==> config.mk <==
export PLATFORM = sky130hd
export DESIGN_NAME = rrde_div_cell
export DESIGN_NICKNAME = d
export VERILOG_FILES = /design/src/rtl/rrde_pkg.sv /design/src/rtl/rrde_div_cell.sv
export SDC_FILE = /design/constraint.sdc
export NUM_CORES = 1
export LEC_CHECK = 0
export ABC_AREA = 1
export ABC_CLOCK_PERIOD_IN_PS = 13100
export BUFFER_PORTS_ARGS = -buffer_cell sky130_fd_sc_hd__buf_4
export CAP_MARGIN = 40
export CORE_UTILIZATION = 51
export CTS_CLUSTER_SIZE = 40
export DETAILED_ROUTE_END_ITERATION = 10
export PLACE_DENSITY = 0.85
export SLEW_MARGIN = 20
export SYNTH_ARGS = -nofsm -noshare
export SYNTH_HDL_FRONTEND = slang
export SYNTH_SLANG_ARGS = --single-unit
==> constraint.sdc <==
create_clock -name i_clk -period 13.1 [get_ports i_clk]
set_input_delay 1.31 -clock i_clk [delete_from_list [all_inputs] [get_ports i_clk]]
set_output_delay 1.31 -clock i_clk [all_outputs]
set_load 0.005 [all_outputs]
==> src/rtl/rrde_pkg.sv <==
package rrde_pkg;

    localparam int NumCoef = 6;
    localparam int QuoBits = 21;
    localparam int RemBits = 81;
    localparam int DenBits = 64;

    localparam logic [2:0] CFG_NUM_R2 = 3'd0;
    localparam logic [2:0] CFG_NUM_R4 = 3'd1;
    localparam logic [2:0] CFG_NUM_R6 = 3'd2;
    localparam logic [2:0] CFG_DEN_R2 = 3'd3;
    localparam logic [2:0] CFG_DEN_R4 = 3'd4;
    localparam logic [2:0] CFG_DEN_R6 = 3'd5;

    localparam logic [17:0] RADIUS_MAX = 18'd131072;
    localparam logic signed [18:0] OUT_MAX = 19'sd262143;
    localparam logic signed [18:0] OUT_MIN = -19'sd262144;

    typedef logic signed [31:0] t_coef [NumCoef];

    typedef struct packed {
        logic signed [18:0] tgt;
        logic               flag;
        logic               neg;
        logic               dz;
        logic               npos;
        logic               nneg;
        logic               radnz;
    } t_side;

    typedef struct packed {
        logic [RemBits-1:0] rem;
        logic [DenBits-1:0] den;
        logic [QuoBits-1:0] quo;
        t_side              side;
    } t_div;

endpackage

==> src/rtl/rrde_div_cell.sv <==
module rrde_div_cell (
    input  logic           i_clk,
    input  logic           i_rst_n,
    input  logic [4:0]     i_bit_idx,
    input  logic           i_valid,
    input  rrde_pkg::t_div i_data,
    output logic           o_en,
    input  logic           i_down_en,
    output logic           o_valid,
    output rrde_pkg::t_div o_data
);

    logic           r_v;
    rrde_pkg::t_div r_d;
    rrde_pkg::t_div n_d;
    logic [84:0]    trial;

    assign o_en    = !r_v || i_down_en;
    assign o_valid = r_v;
    assign o_data  = r_d;

    // one quotient bit: subtract the shifted divisor when it fits
    always_comb begin
        trial = {4'b0, i_data.rem} - ({21'b0, i_data.den} << i_bit_idx);
        n_d   = i_data;
        if (!trial[84]) begin
            n_d.rem = trial[80:0];
            n_d.quo = i_data.quo | (21'b1 << i_bit_idx);
        end
    end

    always_ff @(posedge i_clk) begin
        if (!i_rst_n) begin
            r_v <= 1'b0;
        end else if (o_en) begin
            r_v <= i_valid;
        end
    end

    always_ff @(posedge i_clk) begin
        if (o_en) begin
            r_d <= n_d;
        end
    end

endmodule

# Yosys cells after proc, flatten, opt, wreduce, memory -nomap -nowiden
# Index checks and enable logic that the tools add are counted.
totals:
  register_bits: 192
  in_bits: 200
  out_inout_bits: 193
  word_cells: 19
classes:
  add_sub_neg: 1
  shift: 2
  muxes: 2
  n_bitwise: 1
  n_reduce_logical: 2
ops:
  columns: ["operator", "count"]
  rows:
  - ["$shl 64x5->85", 1]
  - ["$sub 81x85->85", 1]
  - ["$mux 81", 1]
  - ["$mux 21", 1]
  - ["$or 21x21->21", 1]
  - ["$shl 1x5->21 const A", 1]
  - ["$logic_not 1->1", 1]
  - ["$logic_or 1x1->1", 1]

# Depth between registers and ports, before layout
# Gate-level depths: netlist of the first run.
depth:
  ltp_word: 3
  ltp_mapped: 30
  depth_no_buf: 27

# Worst setup path after synthesis of the first run
# No wires, ideal clock.
synth_path:
  kind: "input-to-output"
  start: "input port i_down_en"
  end: "output port o_en"
  arrival_ps: 5403
  required_ps: 11790
  setup_slack_ps: 6387
  cell_stages: 2
  path_buffers: 0
  path_cell_list: "inv_1 > nand2_1"
synth_via:
  elab_chain_cells: 1
synth_lines:
  columns: ["element", "line", "text"]
  rows:
  - ["start, declared", "rrde_div_cell.sv:8", "input logic i_down_en,"]
  - ["$logic_or 1x1->1", "rrde_div_cell.sv:18", "assign o_en = !r_v || i_down_en;"]
  - ["end, declared", "rrde_div_cell.sv:7", "output logic o_en,"]
# No other way between the ends.

==> results.md, run 1 <==
- Outcome: complete, no violations
- Initial antenna violation count: 1
- TritonCTS Buffers: 17
- Crit path kind: in -> reg
- EDFF count, synth: 191
- Post-synth top area share: 32.3%
- Hold buffers post-CTS: 0
- Max Transition Viols Final: 0
- CTS max path bufs: 2
- Post-layout min period: 7.14 ns
- Netlist cell types: 45
- Worst-Margin Slew: 0.910 ns
- Crit path launch type: primary input
- Worst Reg2Reg Path Length in Cells: 4
- Clock transition at the registers of the reported paths: 0.08 ns
- Tot GR Track Use: 44.4%
- Drt wl/cell: 23.0 um
- Resized cells post-CTS: 0
- Setup tns final: 0 ns
- Final non-filler cell area: 21500 um^2
- First-pass GRT wire length: 119 mm
- Post-CTS Setup Bufs: 0
- Area grow syn2layout: 21.4%
- CTS HTree Levels: 4
- Synth Instances: 2673
- Yosys Warn Count: 0
- Final hold violations: 0
- Worst Hold Depth: 1
- Rows: 67
- GP Congestion: about 1.1
- Worst R2R Setup Slack: 10.67 ns
- Max VDD drop: a little over 0.0001 V
- TritonCTS clock tree: built
- Antenna-violating nets left: 0
- Post-place setup slack: around 5.7 ns
- Crit path max fanout: 65
- Max Cap Viol: 0
- Post-synth top area cell: edfxtp_1
- Die ar.: 35600 um^2
- Area contributors post-synth: edfxtp_1 (32%), nand2_1 (16%), nand3_1 (11%)
- HP Start: i_data[4]
- Fin Clk Skew: 0.0113 ns
- Die extent in y: ~190 um
- Yosys reg bits: 192
- Post-synth top cells: nand2_1 (759), nand3_1 (376), nor2_1 (281)
- Largest net degree at the start of global routing: about 70
- Min-Delay Endpoint: o_data[4]
- Total grt overflow: 0
- Worst EP required: 13.44 ns
- Via count: between 20000 and 25000
- Net count, final: 3279
- Peak Freq: between 0.1 and 0.15 GHz
- Syn avg cell area: 6.64 um^2
- Drt via density: 6.16
- Hold/Removal Path Class: in -> reg
- Placed cell count: 3423
- Finished Layout Cells: 3458
- Later-pin clock latency in the skew report: 0.47 ns
- Most common cell in the netlist: nand2_1
- Final Cycle Share: 54.5%
- Initial DRC Count: 2937
- Setup ws final: 5.96 ns
- Asr flop ratio synth: 0%
- Lkg Pwr: 10.1 nW
- WP data arrival: 7.48 ns
- Worst flop-to-flop path endpoint: o_data[130]
- Area of the core: 33900 um^2
- I/O pin cnt: 393
- Post-synth top flop: edfxtp_1
- Routed WL: 79.5 mm
- Fillers: 3092
- Port bufs: 392
- Die width: 189 um
- Syn nets: 2956
- CP endpoint kind: flip-flop
- Post-synthesis sequential area ratio: 32.4%
- Post-Syn Area: approximately 18000 um^2
- Setup Viol. Count Final: 0
- Initial Utilization: 52.4%
- Slew Limit Headroom: slightly below 40%
- RSZ-0062 raised after global routing: no
- # DRC: 0
- PD cells: roughly 120 nW/um^2
- 1st-pass router iterations: 8
- Ratio of cells with drive above 1 in the final layout: about 15%
- Hpwl dp: 65.5 mm
- Total power: 2.53 mW
- Placed Area: 20900 um^2
- Clock sink count: 192
- Root Buffer: clkbuf_16
- FF-to-FF Start: o_valid
- Vias in the first global route: 20300
[cells in the final DEF (no fill, tap or decap), drive strengths merged, types with 3 or more instances in the layout]
cell type	instances
o211ai	3
nor4	7
edfxtp	191
nand4	28
o21a	13
mux2i	37
ha	82
nor3	26
a21oi	124
clkinv	3
xnor2	8
nand3	380
nor2	284
inv	291
o22ai	10
o21ai	228
or2	3
a31oi	20
o21bai	8
nand2	762
a21o	12
a21boi	5
xor2	40
buf	409
clkbuf	21
[kinds of logic after synthesis]
group / synth area share [%]
XOR/XNOR: 2.37
AND/OR/NAND/NOR: 35.3
AO/OA/AOI/OAI: 13.1
buffers and inverters: 8.88
multiplexers: 2.09
adder cells (fa/ha/maj): 5.89
flip-flops: 32.4
[layout make-up]
type	count	area [um^2]	area share [%]
Clock buffer	21	460	2.14
Inverter	285	1070	4.98
Antenna cell	1	2.50	0.0116
Clock inverter	11	120	0.558
Sequential cell	192	5760	26.7
Tap cell	448	561	2.60
Timing Repair Buffer	409	3150	14.6
Multi-Input combinational cell	2091	10400	48.4
[critical path: stages]
cell,delay [ns]
buf_4,0.51
inv_2,0.31
buf_12,0.27
nor2_1,0.20
inv_1,0.19
o22ai_1,0.35
o21ai_0,0.16
o21ai_0,0.32
nand2_1,0.15
ha_1,0.38
nand2_1,0.12
o21ai_0,0.13
a21oi_1,0.39
nand3_1,0.46
nand2_1,0.19
nand3_1,0.16
nand3_2,0.17
nand3_4,0.14
nand2_2,0.63
buf_4,0.54
nand3_1,0.15
nand2_1,0.11
[how the worst max path moves through the flow]
stage	startpoint	endpoint	slack, ns
2_1_floorplan	i_down_en	o_en	6.39
3_3_place_gp	i_bit_idx[1]	o_data[110]	5.58
3_5_place_dp	i_bit_idx[1]	o_data[121]	5.69
4_1_cts	i_bit_idx[1]	o_data[136]	6.18
5_1_grt	i_bit_idx[1]	o_data[133]	5.62
6_report	i_bit_idx[1]	o_data[127]	5.96
[stage by stage]
stage | utilization (%) | hold WS, ns
detailed placement | 61.7 | 1.04
global placement | 61.5 | 0.998
CTS | 63.5 | 1.01
finish | 63.6 | 1.01
global route | 63.6 | 1.00
floorplan | - | 1.41
[report_power, final]
| part | switching, mW | internal, mW |
|---|---|---|
| Sequential | 0.0362 | 0.789 |
| Clock | 0.264 | 0.279 |
| Combinational | 0.757 | 0.402 |
| Total | 1.06 | 1.47 |
[routing by layer]
metal	global-route usage [%]	wire [um]	part of all wire [%]
met5	0	0	0
met4	28.8	5980	7.5
met3	11.9	10100	13
met2	68.6	34300	43
met1	54.7	29100	37
[sequential cells by signal, indices dropped and copies added, names as in the netlist]
signal / count
o_data: 191
o_valid: 1
(Power assumes the default switching activity.)
==> inputs of run 2 (changes only) <==
--- a/config.mk
+++ b/config.mk
@@ -5,14 +5,14 @@
 export SDC_FILE = /design/constraint.sdc
 export NUM_CORES = 1
 export LEC_CHECK = 0
-export ABC_AREA = 1
-export ABC_CLOCK_PERIOD_IN_PS = 13100
+export ABC_AREA = 0
+export ABC_CLOCK_PERIOD_IN_PS = 6800
 export BUFFER_PORTS_ARGS = -buffer_cell sky130_fd_sc_hd__buf_4
 export CAP_MARGIN = 40
 export CORE_UTILIZATION = 51
 export CTS_CLUSTER_SIZE = 40
 export DETAILED_ROUTE_END_ITERATION = 10
-export PLACE_DENSITY = 0.85
+export PLACE_DENSITY = 0.86
 export SLEW_MARGIN = 20
 export SYNTH_ARGS = -nofsm -noshare
 export SYNTH_HDL_FRONTEND = slang
==> constraint.sdc (replaced) <==
create_clock -name i_clk -period 6.8 [get_ports i_clk]
set_input_delay 0.68 -clock i_clk [delete_from_list [all_inputs] [get_ports i_clk]]
set_output_delay 0.68 -clock i_clk [all_outputs]
set_load 0.005 [all_outputs]
==> run 2 against run 1 <==
- synthesized area down 11%
- combinational power up 72%
- worst setup slack worse by 5.1 ns
- sequential share of layout area up 2.4 points
- sequential power up 92%
- non-clock buffer count up 8
- register-to-register slack worse by 5.7 ns
- first-iteration DRC count down 41%
- routed wire length down 31%
- flip-flop and latch count unchanged
- utilization up 0.97 points
==> results.md, run 2 <==
- Outcome: complete, no violations
- Cell mode on critical path: o21ai_0
- Sequential Area: 5760 um^2 (unchanged)
- Crit path launch type: primary input
- CP endpoint kind: flip-flop
- ANT cells: 0 (-1)
- Top delay family on crit path: compound AO/OA/AOI/OAI gates
- Ratio of cells with drive above 1 in the final layout: 30.6% (+15 points)
- Final non-filler cell area: 19800 um^2 (-8.3%)
- Port bufs: 392 (unchanged)
- PD cells: 233 nW/um^2 (+98%)
- Hpwl dp: 44.7 mm (-32%)
- Post-synth top area cell: edfxtp_1
- Post-CTS Setup Bufs: 0 (unchanged)
- Lkg Pwr: 8.27 nW (-18%)
- Initial Utilization: 51.8% (-0.57 points)
- Worst-Margin Slew: 0.897 ns (-0.0137 ns)
- Fillers: 2525 (-18%)
- Syn nets: 1936 (-35%)
- Commonest non-fill, non-tap cell in the layout: buf_4
- Initial DRC Count: 1728 (-41%)
- I/O pin cnt: 393 (unchanged)
- Setup tns final: 0 ns (unchanged)
- Placed cell count: 2373 (-31%)
- Post-synth top flop: edfxtp_1
- Largest net degree at the start of global routing: 78 (+8.3%)
- Asr flop ratio synth: 0% (unchanged)
- Netlist cell types: 73 (+62%)
- Total power: 4.60 mW (+82%)
- CTS HTree Levels: 4 (unchanged)
- Crit path max fanout: 77 (+18%)
- Die extent in y: 178 um (-5.4%)
- CTS max path bufs: 2 (unchanged)
- Worst R2R Setup Slack: 5.02 ns (-5.65 ns)
- Finished Layout Cells: 2406 (-30%)
- Setup Viol. Count Final: 0 (unchanged)
- Slew Limit Headroom: 39.7% (+0.87 points)
- Post-synth top area share: 36.2% (+3.9 points)
- Most frequent cells in the layout: buf_4 (413), nand2_1 (264), edfxtp_1 (191), a21oi_1 (139), nor2_1 (131)
- Worst EP required: 7.01 ns (-6.43 ns)
- Crit path buffers/inverters: 4 (-1)
- 1st-pass router iterations: 6 (-2)
- Total grt overflow: 0 (unchanged)
- # DRC: 0 (unchanged)
- Drt wl/cell: 22.8 um (-0.86%)
- Finished Core Util: 64.6% (+0.97 points)
- Placed Area: 19100 um^2 (-8.5%)
- Max Transition Viols Final: 0 (unchanged)
- Crit path depth: 20 (-9.1%)
- Worst Reg2Reg Path Length in Cells: 3 (-1)
- Multi-input combinational cell area: 9590 um^2 (-8.0%)
- Vias in the first global route: 14200 (-30%)
- TritonCTS clock tree: built
- Max VDD drop: 0.000253 V (+150%)
- Worst Hold Depth: 1 (unchanged)
- Hold buffers post-CTS: 0 (unchanged)
- Post-synthesis sequential area ratio: 36.3% (+3.9 points)
- Area contributors post-synth: edfxtp_1 (36%), mux4_2 (7.5%), ha_1 (6.5%)
- EDFF count, synth: 191 (unchanged)
- Max Cap Viol: 0 (unchanged)
- Worst flop-to-flop path endpoint: o_data[166]
- Clock transition at the registers of the reported paths: 0.08 ns (about the same)
- HP Start: i_data[8]
- FF-to-FF Start: o_valid
- Most common cell in the netlist: nand2_1
- Post-synth top cells: nand2_1 (264), edfxtp_1 (191), a21oi_1 (139)
- Hold/Removal Path Class: in -> reg
- Via count: 15300 (-28%)
- Tot GR Track Use: 33.9% (-11 points)
- Drt via density: 6.34 (+3.0%)
- Clock sink count: 192 (unchanged)
- Post-Syn Area: 15900 um^2 (-11%)
- Root Buffer: clkbuf_16
- First-pass GRT wire length: 80.9 mm (-32%)
- Antenna-violating nets left: 0 (unchanged)
- Crit path kind: in -> reg
- Max reg flops: 191 (unchanged)
- Die ar.: 31800 um^2 (-11%)
- Yosys reg bits: 192 (unchanged)
- WP data arrival: 6.16 ns (-1.32 ns)
- Initial antenna violation count: 0 (-1)
- Yosys Warn Count: 0 (unchanged)
- Syn avg cell area: 9.59 um^2 (+44%)
- TritonCTS Buffers: 17 (unchanged)
- Rows: 64 (-4.5%)
- Area of the core: 30600 um^2 (-9.7%)
- Fin Clk Skew: 0.00886 ns (-0.00246 ns)
- Net count, final: 2280 (-30%)
- Peak Freq: 0.168 GHz
- Routed WL: 54.8 mm (-31%)
- Die width: 178 um (-5.4%)
- Resized cells post-CTS: 0 (unchanged)
- Post-layout min period: approximately 5.9 ns
- Critical Path Slowest Stage Cell: mux4_2
- GP Congestion: 1.03 (-5.6%)
- Area grow syn2layout: 24.6%
- Crit-path max cell delay: 0.57 ns (-0.06 ns)
- Final hold violations: 0 (unchanged)
- Later-pin clock latency in the skew report: 0.47 ns (about the same)
- Final Cycle Share: around 90%
- Min-Delay Endpoint: o_data[8]
- RSZ-0062 raised after global routing: no
- Crit path cell chain: buf_4 -> buf_12 -> mux4_2 -> nand2_1 -> nand2_1 -> o21ai_0 -> nor2_1 -> a31oi_1 -> ha_1 -> a21oi_1 -> o21ai_0 -> a21oi_1 -> buf_4 -> o21ai_0 -> a211o_1 -> a211oi_2 -> a2111oi_2 -> o21ai_4 -> buf_12 -> mux2_2
- Synth Instances: 1653 (-38%)
[run 2: final cells by class]
| cell class | instances | area share, % |
|---|---|---|
| clock buffers | 17 | 2.15 |
| clock inverters | 15 | 0.855 |
| inverters | 34 | 0.646 |
| multi-input cells | 1335 | 48.6 |
| flip-flops and latches | 192 | 29.1 |
| well taps | 396 | 2.51 |
| repair buffers | 417 | 16.1 |
[run 2: per-stage QoR]
step	hold WS, ns	setup slack, ns
4_1_cts	0.369	1.05
3_5_place_dp	0.859	0.556
5_1_grt	0.376	0.649
6_report	0.382	0.854
3_3_place_gp	0.858	0.669
2_1_floorplan	0.779	0.661
[run 2: logic make-up after synthesis]
logic type | Yosys count | synth area share (%)
flip-flops | 192 | 36.3
AO/OA/AOI/OAI | 457 | 18.4
XOR/XNOR | 70 | 3.87
multiplexers | 196 | 17.2
AND/OR/NAND/NOR | 529 | 14.4
adder cells (fa/ha/maj) | 83 | 6.60
buffers and inverters | 126 | 3.31
[run 2: worst max-delay path by stage]
stage          slack, ns          from     endpoint
5_1_grt             0.65  i_bit_idx[0]  o_data[133]
3_3_place_gp        0.67  i_bit_idx[0]  o_data[127]
6_report            0.85  i_bit_idx[0]  o_data[133]
2_1_floorplan       0.66     i_down_en      o_valid
4_1_cts             1.05  i_bit_idx[0]  o_data[139]
3_5_place_dp        0.56  i_bit_idx[0]  o_data[127]
[run 2: where the power goes]
| group | internal, mW | switching (mW) | total [mW] |
|---|---|---|---|
| Sequential | 1.52 | 0.0549 | 1.58 |
| Clock | 0.495 | 0.525 | 1.02 |
| Combinational | 0.886 | 1.12 | 2.00 |
| Total | 2.90 | 1.70 | 4.60 |
[run 2: layer usage]
metal,track usage [%],wire length (um)
met5,0,0
met3,6.86,5420
met2,53.0,24900
met4,11.3,1540
met1,46.9,23000
